===== config.mk =====
export PLATFORM = sky130hd
export DESIGN_NAME = agpu_divsqrt
export DESIGN_NICKNAME = d
export VERILOG_FILES = /design/src/agpu_pkg.sv /design/src/agpu_divsqrt.sv
export SDC_FILE = /design/constraint.sdc
export NUM_CORES = 1
export LEC_CHECK = 0
export BUFFER_PORTS_ARGS = -buffer_cell sky130_fd_sc_hd__buf_4
export CAP_MARGIN = 20
export CORE_MARGIN = 3
export CORE_UTILIZATION = 40
export CTS_CLUSTER_DIAMETER = 200
export DETAILED_ROUTE_END_ITERATION = 6
export PLACE_DENSITY_LB_ADDON = 0.3
export SETUP_SLACK_MARGIN = 0.2
export SLEW_MARGIN = 0
export SYNTH_ARGS = -nofsm -noshare
export SYNTH_HDL_FRONTEND = slang
export SYNTH_SLANG_ARGS = --single-unit

===== constraint.sdc =====
create_clock -name clk -period 13.3 [get_ports clk]
set_input_delay 2.66 -clock clk [delete_from_list [all_inputs] [get_ports clk]]
set_output_delay 2.66 -clock clk [all_outputs]
set_load 0.03 [all_outputs]

===== src/agpu_pkg.sv =====
package agpu_pkg;

  localparam logic [1:0] MODE_ADD     = 2'd0;
  localparam logic [1:0] MODE_SCALED  = 2'd1;
  localparam logic [1:0] MODE_ADAGRAD = 2'd2;
  localparam logic [1:0] MODE_ADAREV  = 2'd3;

  localparam logic OP_APPLY = 1'b0;
  localparam logic OP_SNAP  = 1'b1;

  localparam logic CFG_MODE = 1'b0;
  localparam logic CFG_RATE = 1'b1;

  localparam logic [30:0] RATE_RESET = 31'd655;

  // root / divide unit widths
  localparam int RAD_W    = 48;
  localparam int NUM_W    = 63;
  localparam int DEN_W    = 24;
  localparam int SQ_STEPS = RAD_W / 2;
  localparam int CNT_W    = 6;

  localparam logic signed [64:0] SAT_MAX = 65'sd2147483647;
  localparam logic signed [64:0] SAT_MIN = -65'sd2147483648;

  typedef struct packed {
    logic start;
    logic is_sqrt;
  } ds_req_t;

  function automatic logic signed [31:0] sat32(input logic signed [64:0] x);
    if (x > SAT_MAX) return 32'sh7fff_ffff;
    if (x < SAT_MIN) return 32'sh8000_0000;
    return x[31:0];
  endfunction

  function automatic logic clipped32(input logic signed [64:0] x);
    return (x > SAT_MAX) || (x < SAT_MIN);
  endfunction

endpackage


===== src/agpu_divsqrt.sv =====
module agpu_divsqrt (
  input  logic                           clk,
  input  logic                           rst,
  input  agpu_pkg::ds_req_t              req,
  input  logic [agpu_pkg::RAD_W-1:0]     radicand,
  input  logic [agpu_pkg::NUM_W-1:0]     num,
  input  logic [agpu_pkg::DEN_W-1:0]     den,
  output logic                           done,
  output logic [agpu_pkg::NUM_W-1:0]     result
);

  logic                           busy;
  logic                           is_sqrt_r;
  logic [agpu_pkg::CNT_W-1:0]     cnt;
  logic [agpu_pkg::CNT_W-1:0]     last;
  logic [agpu_pkg::RAD_W-1:0]     v;
  logic [agpu_pkg::RAD_W-1:0]     res;
  logic [agpu_pkg::RAD_W-1:0]     bitm;
  logic [agpu_pkg::RAD_W-1:0]     sq_sum;
  logic [agpu_pkg::DEN_W-1:0]     rem;
  logic [agpu_pkg::DEN_W-1:0]     den_r;
  logic [agpu_pkg::NUM_W-1:0]     quo;
  logic [agpu_pkg::DEN_W:0]       trial;

  assign last   = is_sqrt_r ? agpu_pkg::CNT_W'(agpu_pkg::SQ_STEPS - 1)
                            : agpu_pkg::CNT_W'(agpu_pkg::NUM_W - 1);
  assign sq_sum = res + bitm;
  assign trial  = {rem, quo[agpu_pkg::NUM_W-1]};
  assign result = is_sqrt_r ? agpu_pkg::NUM_W'(res) : quo;

  always_ff @(posedge clk) begin
    if (rst) begin
      busy <= 1'b0;
      done <= 1'b0;
      cnt  <= '0;
    end else begin
      done <= 1'b0;
      if (req.start) begin
        busy      <= 1'b1;
        is_sqrt_r <= req.is_sqrt;
        cnt       <= '0;
        v         <= radicand;
        res       <= '0;
        bitm      <= agpu_pkg::RAD_W'(1) << (agpu_pkg::RAD_W - 2);
        rem       <= '0;
        quo       <= num;
        den_r     <= den;
      end else if (busy) begin
        if (is_sqrt_r) begin
          if (v >= sq_sum) begin
            v   <= v - sq_sum;
            res <= (res >> 1) + bitm;
          end else begin
            res <= res >> 1;
          end
          bitm <= bitm >> 2;
        end else begin
          if (trial >= {1'b0, den_r}) begin
            rem <= agpu_pkg::DEN_W'(trial - {1'b0, den_r});
            quo <= {quo[agpu_pkg::NUM_W-2:0], 1'b1};
          end else begin
            rem <= trial[agpu_pkg::DEN_W-1:0];
            quo <= {quo[agpu_pkg::NUM_W-2:0], 1'b0};
          end
        end
        cnt <= cnt + 1'b1;
        if (cnt == last) begin
          busy <= 1'b0;
          done <= 1'b1;
        end
      end
    end
  end

endmodule


Word-level counts from Yosys, hierarchy flattened

Index checks and enable logic that the tools add are counted.

Input port bits: 139
Word-level logic and storage cells: 52
Register bits after elaboration: 264
Output and inout port bits: 64

Reductions and logical operators: 9
Magnitude comparators: 2
Add/subtract/negate cells: 5
Muxes and demuxes: 22
Bitwise logic cells: 2
Eq/ne operators: 2

Operators by type and width:

| kind                                                           | count |
|---|---|
| 48-bit 2-to-1 mux                                              | 9 |
| 63-bit 2-to-1 mux                                              | 4 |
| 24-bit 2-to-1 mux                                              | 3 |
| 47-bit by 48-bit adder with 48-bit output                      | 1 |
| 48-bit adder                                                   | 1 |
| 48-bit greater-or-equal comparator                             | 1 |
| 48-bit subtractor                                              | 1 |
| 25-bit by 24-bit greater-or-equal comparator with 1-bit output | 1 |
| 24-bit subtractor                                              | 1 |
| 6-bit by 1-bit adder with 6-bit output (second input constant) | 1 |
| 6-bit equality test                                            | 1 |
| 6-bit 2-to-1 mux                                               | 1 |
| 3-bit AND reduction                                            | 2 |
| 2-bit nonzero test                                             | 3 |
| 1-bit 2-to-1 mux                                               | 5 |
| 4-bit AND reduction                                            | 1 |
| 3-bit OR reduction                                             | 1 |
| 2-bit inequality test (second input constant)                  | 1 |
| 1-bit inverter                                                 | 2 |
| 2-bit AND reduction                                            | 1 |
| 2-bit OR reduction                                             | 1 |

Depth between registers and ports, before layout

Gate-level depths: netlist of run 1.

Depth after elaboration: 6
Gate-level depth with buffers: 26
Mapped depth without buffers: 26

Worst setup path after synthesis of run 1

No wires, ideal clock.

Path type: input -> register
Start: input req[1] (netlist name)
End: register v[0] (netlist name) (enable)
Library setup time: 527 ps
Required time: 12,773 ps
Setup slack: 3,058 ps
Stages: 4
Arrival: 9,715 ps
Buffers on the path: 1
Cells stage by stage: clkbuf_1 -> a21oi_1 -> nor2_1 -> a21boi_0

Cells in the longest elaborated chain, start to end: 2
Elaborated cells on any way between the ends: 4
Classes of those cells: reduce/logical: 4

RTL lines:

| element                         | RTL line           | RTL |
|---|---|---|
| start: declaration              | agpu_divsqrt.sv:4  | `input agpu_pkg::ds_req_t req,` |
| 2-bit nonzero test (no line)    | --                 |  |
| 4-bit AND reduction (no line) * | --                 |  |
| end signal: assignment          | agpu_divsqrt.sv:42 | `v <= radicand;` |
| end signal: assignment          | agpu_divsqrt.sv:51 | `v <= v - sq_sum;` |
| end: declaration                | agpu_divsqrt.sv:16 | `logic [agpu_pkg::RAD_W-1:0] v;` |

Mark *: on every way between the ends. The rest lies on a longest branch, timed or not.
A chain may end at the register's enable or synchronous reset.

Worst setup path in the final report of run 1

Start: register res[2] (netlist name)
End: register v[17] (netlist name) (enable)

Cells in the longest elaborated chain, start to end: 4

RTL lines:

| element                            | RTL line           | RTL |
|---|---|---|
| start: declaration                 | agpu_divsqrt.sv:17 | `logic [agpu_pkg::RAD_W-1:0] res;` |
| start signal: assignment           | agpu_divsqrt.sv:52 | `res <= (res >> 1) + bitm;` |
| start signal: assignment           | agpu_divsqrt.sv:54 | `res <= res >> 1;` |
| 48-bit adder                       | agpu_divsqrt.sv:27 | `assign sq_sum = res + bitm;` |
| 48-bit greater-or-equal comparator | agpu_divsqrt.sv:50 | `if (v >= sq_sum) begin` |
| 2-bit nonzero test (no line)       | --                 |  |
| 4-bit AND reduction (no line)      | --                 |  |

No other way between the ends.

==> out/results.ini, run 1 <==
[timing]
slew_headroom_pct = 30.8
slew_violations = 0
setup_viol = 0
final-hold-violation-count = 0
max_freq_mhz = 155
setup_tns_ns = 0
period_needed_ns = 6.44
worst_pin_slew_ns = 1.04
finClkSkew_ns = 0.0295
rsz0062_at_grt = no
hold_slack_ns = 0.517
fin_crit_sh_pct = 48.4

[status]
violations = design-rule violations
status = complete, but fails checks

[yosys]
synth_cell_types = 79
synthTopCellsByArea = edfxtp_1 (41%), ha_1 (9.1%), mux2_2 (7.4%)
yosysSeqAreaShare_pct = 42.0
synth.avg_cell_area_um2 = 10.2
netlist.top_cell.by_area = edfxtp_1
synth_fp_nets = 1934
netlist_area_um2 = 17000
synth_common_cells = edfxtp_1 (232), nand2_1 (159), nor2_1 (134)
synth-edff-count = 232
synthArstFlopShare_pct = 0
synth-seq-cells = 240
ys.flop_type = edfxtp_1
yosysWarnings = 0
yosysMostFrequentCell = edfxtp_1
postSynthCellCount = 1670
netlist.area_leader.share_pct = 41.0

[grt]
grt_max_degree = 103
grt_pass1_wl_mm = 69.5
use_met2_pct = 33.9
grtUsageMet1_pct = 24.0
busiest_layer = met2
antenna_found_initial = 0
grt_pass1_vias = 13200
track_usage_pct = 19.1
met3_usage_pct = 3.72
overflow = 0

[setup_path]
r2r-start = res[2]
critical_path.cell_chain = ha_1 -> and3_1 -> nor4_1 -> o311ai_1 -> a41o_1 -> o31a_1 -> a31oi_2 -> nor4_1 -> nand2b_4 -> a21o_1 -> a21oi_1 -> o21ai_0 -> xnor2_1 -> ha_1 -> nand4_1 -> nor4_1 -> o21ai_0 -> o211ai_1 -> a31oi_2 -> buf_4 -> a21boi_4 -> buf_4
ff2ff_path_depth = 22
cpPeakStageDelay_ns = 0.58
cp_top_family = compound AO/OA/AOI/OAI gates
worst_ep_required_time_ns = 13.47
critPathSlowestCell = nor4_1
timing.rr.end = v[17]
crit_path_start_kind = flop
cp_max_fo = 48
critPathBufInv = 2
worstSetupPathType = reg -> reg
cp-end-kind = flop
r2r_slack_ns = 6.86
critPathArrivalTime_ns = 6.61
cpMostUsedCell = nor4_1

[finish]
nets = 2110
stdcell_count = 2399
final_util_pct = 48.1
areaGrowthSynthToFinish_pct = 17.3
multi_input_area_um2 = 9430
ff_latch_area_um2 = 7130
antenna-diode-count = 0
fillers = 3827
layout-drive-gt1-share_pct = 21.7

[route]
totalWireLength_mm = 44.0
vias = 13300
wl_per_cell_um = 18.3
antenna_left = 0
drt_iter0_drc = 913
vias_per_cell = 5.53
drtPass1Iterations = 7
post-route-drc-count = 2

[floorplanning]
coreArea_um2 = 41400
dieArea_um2 = 45000
row_count = 74
ioPinCount = 203
chipHeight_um = 212
dieWidth_um = 212
start_util_pct = 41.0

[place]
dp_cells = 2348
place_hpwl_mm = 32.5
io_buffers = 202
place.gp.congestion = 0.881

[clock_tree]
cts_max_path_buffers = 3
hold_buffers = 0
h-tree-depth = 1
cts_made_buffers = 28
clock_latency_ns = 0.57
cts_setup_buffers = 0
clock-sinks = 240
post_cts_resized = 0
clkTransAtPathRegs_ns = 0.06
cts_root_buf = clkbuf_16
cts_tree = done

[hold_path]
min_delay_path_depth = 2
hold_class = reg -> reg
hold_start = cnt[5]
hold_end = cnt[5]

[job]
maxCapViolations = 0

[power_and_ir_drop]
pwr_density_cell_nw_per_um2 = 132
vdd_drop_max_mv = 0.0911
p_leak_uw = 0.00780

[logic make-up after synthesis]
kind of cell	share of synthesized area, %
AND/OR/NAND/NOR	13.5
AO/OA/AOI/OAI	16.0
flip-flops	42.0
XOR/XNOR	7.58
multiplexers	8.83
adder cells (fa/ha/maj)	9.30
buffers and inverters	2.80
[how the worst max path moves through the flow]
| stage | start | end | slack [ns] | cells past startpoint |
|---|---|---|---|---|
| floorplan | req[1] | v[0] | 3.06 | 4 |
| global placement | res[2] | res[43] | 7.09 | 23 |
| detailed placement | res[2] | res[43] | 6.91 | 23 |
| CTS | res[2] | v[23] | 6.86 | 22 |
| global route | res[2] | v[17] | 6.40 | 22 |
| finish | res[2] | v[17] | 6.86 | 22 |
[stage by stage]
stage	power (uW)	area, um2	setup slack, ns
floorplan	1650	17000	3.06
global placement	1880	19000	7.09
detailed placement	1890	19000	6.91
CTS	2670	19900	6.86
global route	2800	19900	6.40
finish	2640	19900	6.86
[layout by cell type (no fill, tap or decap), types with 11 or more instances in the layout]
| cell type | synthesis | routed |
|---|---|---|
| o31ai_1 | 13 | 13 |
| o21ai_0 | 109 | 109 |
| nand2b_1 | 11 | 11 |
| buf_4 | 1 | 211 |
| a21o_1 | 40 | 40 |
| a31oi_1 | 42 | 41 |
| nand4_1 | 24 | 24 |
| nor2b_1 | 64 | 64 |
| nor3_1 | 22 | 22 |
| nand2_1 | 159 | 159 |
| mux2i_1 | 25 | 25 |
| xnor2_1 | 67 | 67 |
| edfxtp_1 | 232 | 232 |
| xor2_1 | 80 | 80 |
| nand3_1 | 17 | 17 |
| o21bai_1 | 20 | 20 |
| a21oi_1 | 92 | 92 |
| nor2_1 | 134 | 131 |
| clkbuf_16 | 0 | 28 |
| a211oi_1 | 27 | 26 |
| inv_1 | 54 | 54 |
| mux2_2 | 111 | 111 |
| ha_1 | 123 | 123 |
[final cells by class]
| cell class | count | area share, % |
|---|---|---|
| multi-input cells | 1309 | 47.3 |
| flip-flops and latches | 240 | 35.8 |
| repair buffers | 212 | 8.02 |
| clock buffers | 32 | 3.59 |
| well taps | 532 | 3.34 |
| inverters | 55 | 1.04 |
| clock inverters | 19 | 0.923 |
[registers in the layout, indices dropped and copies added, names as in the netlist]
signal / flops
quo: 63
res: 48
v: 48
bitm: 24
den_r: 24
rem: 24
cnt: 6
busy: 1
done: 1
is_sqrt_r: 1
[power breakdown]
group	switching (uW)	internal, uW
clock	318	443
combinational	518	384
sequential	54.9	922
total	891	1750
[worst reg2reg max path, stage by stage (launching register included)]
cell	delay [ns]
edfxtp_1	0.48
ha_1	0.38
and3_1	0.17
nor4_1	0.27
o311ai_1	0.16
a41o_1	0.29
o31a_1	0.29
a31oi_2	0.31
nor4_1	0.11
nand2b_4	0.18
a21o_1	0.19
a21oi_1	0.21
o21ai_0	0.13
xnor2_1	0.17
ha_1	0.47
nand4_1	0.18
nor4_1	0.58
o21ai_0	0.21
o211ai_1	0.18
a31oi_2	0.06
buf_4	0.28
a21boi_4	0.17
buf_4	0.58
[layer usage]
layer  vias to the layer above  part of all wire (%)
met5                         -                     0
met4                         0                   2.2
met3                        71                   5.8
met2                       343                    50
met1                      6304                    42
li1                       6538                     -
(Power assumes the default switching activity.)
==> run 2, diff against run 1 <==
==> constraint.sdc (replaced) <==
create_clock -name clk -period 5.65 [get_ports clk]
set_input_delay 1.13 -clock clk [delete_from_list [all_inputs] [get_ports clk]]
set_output_delay 1.13 -clock clk [all_outputs]
set_load 0.03 [all_outputs]
==> out/results.ini, run 2 (same netlist as run 1, synthesis figures left out) <==
[place]
place_hpwl_mm = 31.7
place.gp.congestion = 0.879
io_buffers = 202
place_ws_ns = 0.0652

[setup_path]
cp-end-kind = flop
worstSetupPathType = reg -> reg
worst_ep_required_time_ns = 5.93
cp_max_fo = 7
critPathArrivalTime_ns = 5.62
crit_path_start_kind = flop

[route]
antenna_left = 0
routed.top_layer = met4
post-route-drc-count = 0
drtPass1Iterations = 5
dr_wl_met2_mm = 21.1
drt_iter0_drc = 999
wl_met3_mm = 2.58
vias_per_cell = 5.54
totalWireLength_mm = 45.9
vias = 13600
wl_per_cell_um = 18.7
wirelength_met1_mm = 21.2

[floorplanning]
ioPinCount = 203
row_count = 74
dieArea_um2 = 45000
coreArea_um2 = 41400
start_util_pct = 41.0
dieWidth_um = 212
chipHeight_um = 212

[timing]
worst_pin_slew_ns = 0.989
setup_viol = 0
max_freq_mhz = 187
final-hold-violation-count = 0
slew_violations = 0
slew_headroom_pct = 34.1
setup_ws_ns = 0.312
rsz0062_at_grt = yes
finClkSkew_ns = 0.0121
hold_slack_ns = 0.504
fin_crit_sh_pct = 94.5
period_needed_ns = 5.34

[finish]
reg.largest.list = quo: 63 flops, res: 48 flops, v: 48 flops
nets = 2164
final_common_cell = buf_4
regMostFlops = quo
final_cell_mix = buf_4 (245), edfxtp_1 (232), nand2_1 (156)
areaGrowthSynthToFinish_pct = 24.4
antenna-diode-count = 0
largest_reg_flops = 63
layout-drive-gt1-share_pct = 27.4

[power_and_ir_drop]
p_leak_uw = 0.00827
vdd_drop_max_mv = 0.246
pwr_density_cell_nw_per_um2 = 313
total_power_uw = 6620

[clock_tree]
h-tree-depth = 1
clock-sinks = 240
clkTransAtPathRegs_ns = 0.06
cts_made_buffers = 29
cts_root_buf = clkbuf_16
cts_tree = done
cts_max_path_buffers = 3
clock_latency_ns = 0.57

[grt]
antenna_found_initial = 0
overflow = 0
track_usage_pct = 19.0
grt_max_degree = 150
grt_pass1_wl_mm = 69.4
grt_pass1_vias = 13000

[hold_path]
hold_class = reg -> reg

[status]
status = completed

[job]
maxCapViolations = 0

[run 2: final cells by class]
| type | instances | area (um2) |
|---|---|---|
| Timing Repair Buffer | 265 | 2240 |
| Inverter | 55 | 206 |
| Clock inverter | 14 | 146 |
| Multi-Input combinational cell | 1309 | 9960 |
| Clock buffer | 39 | 793 |
| Tap cell | 532 | 666 |
| Fill cell | 3709 | 20300 |
| Sequential cell | 240 | 7130 |
[run 2: per-stage QoR]
stage	area, um2	std cells	utilization [%]	TNS, ns
floorplan	17100	1670	-	-124.01
CTS	20300	2416	49.1	0
detailed placement	19300	2358	46.6	0
global route	21100	2454	51.1	0
finish	21100	2454	51.1	0
global placement	19300	2358	46.6	0
[run 2: final timing paths]
| kind | start | to | slack (ns) | depth (start not counted) |
|---|---|---|---|---|
| max | bitm[2] | res[35] | 0.31 | 25 |
| min | cnt[5] | cnt[5] | 0.50 | 2 |
| max reg2reg | bitm[2] | res[35] | 0.31 | 25 |
| min reg2reg | cnt[5] | cnt[5] | 0.50 | 2 |
[run 2: routing by layer]
metal	up-vias	global-route usage, %
met4	0	4.55
met3	65	2.92
li1	6646	-
met5	-	0
met1	6501	27.7
met2	387	29.8
[run 2: worst max-delay path, cell delays in order (launching register included)]
cell	delay [ns]
edfxtp_1	0.43
ha_4	0.29
and3_4	0.16
nor4_4	0.22
o311ai_4	0.14
a41o_1	0.30
o31a_1	0.30
a31oi_4	0.27
nor4_4	0.06
nand2b_4	0.17
a21o_1	0.23
a21oi_4	0.19
xor2_2	0.21
ha_4	0.25
a21o_1	0.15
a21o_1	0.15
a21o_1	0.17
o21bai_1	0.15
a21boi_1	0.15
o211ai_1	0.12
buf_4	0.16
a31o_4	0.27
clkbuf_16	0.19
o31ai_1	0.08
xor2_1	0.17
nor2_1	0.05
[run 2: timing repair]
action                     CTS  global route
pin swaps                    2            47
hold buffers                 0             0
gates cloned                 2             8
resized for setup            5            88
setup endpoints to repair   68           103
buffers inserted             3            30
[run 2: report_power, final]
group | leakage [uW] | internal, uW | switching, uW
combinational | 0.00553 | 1110 | 1340
sequential | 0.00228 | 2170 | 133
clock | 0.000460 | 1110 | 754
total | 0.00827 | 4390 | 2230
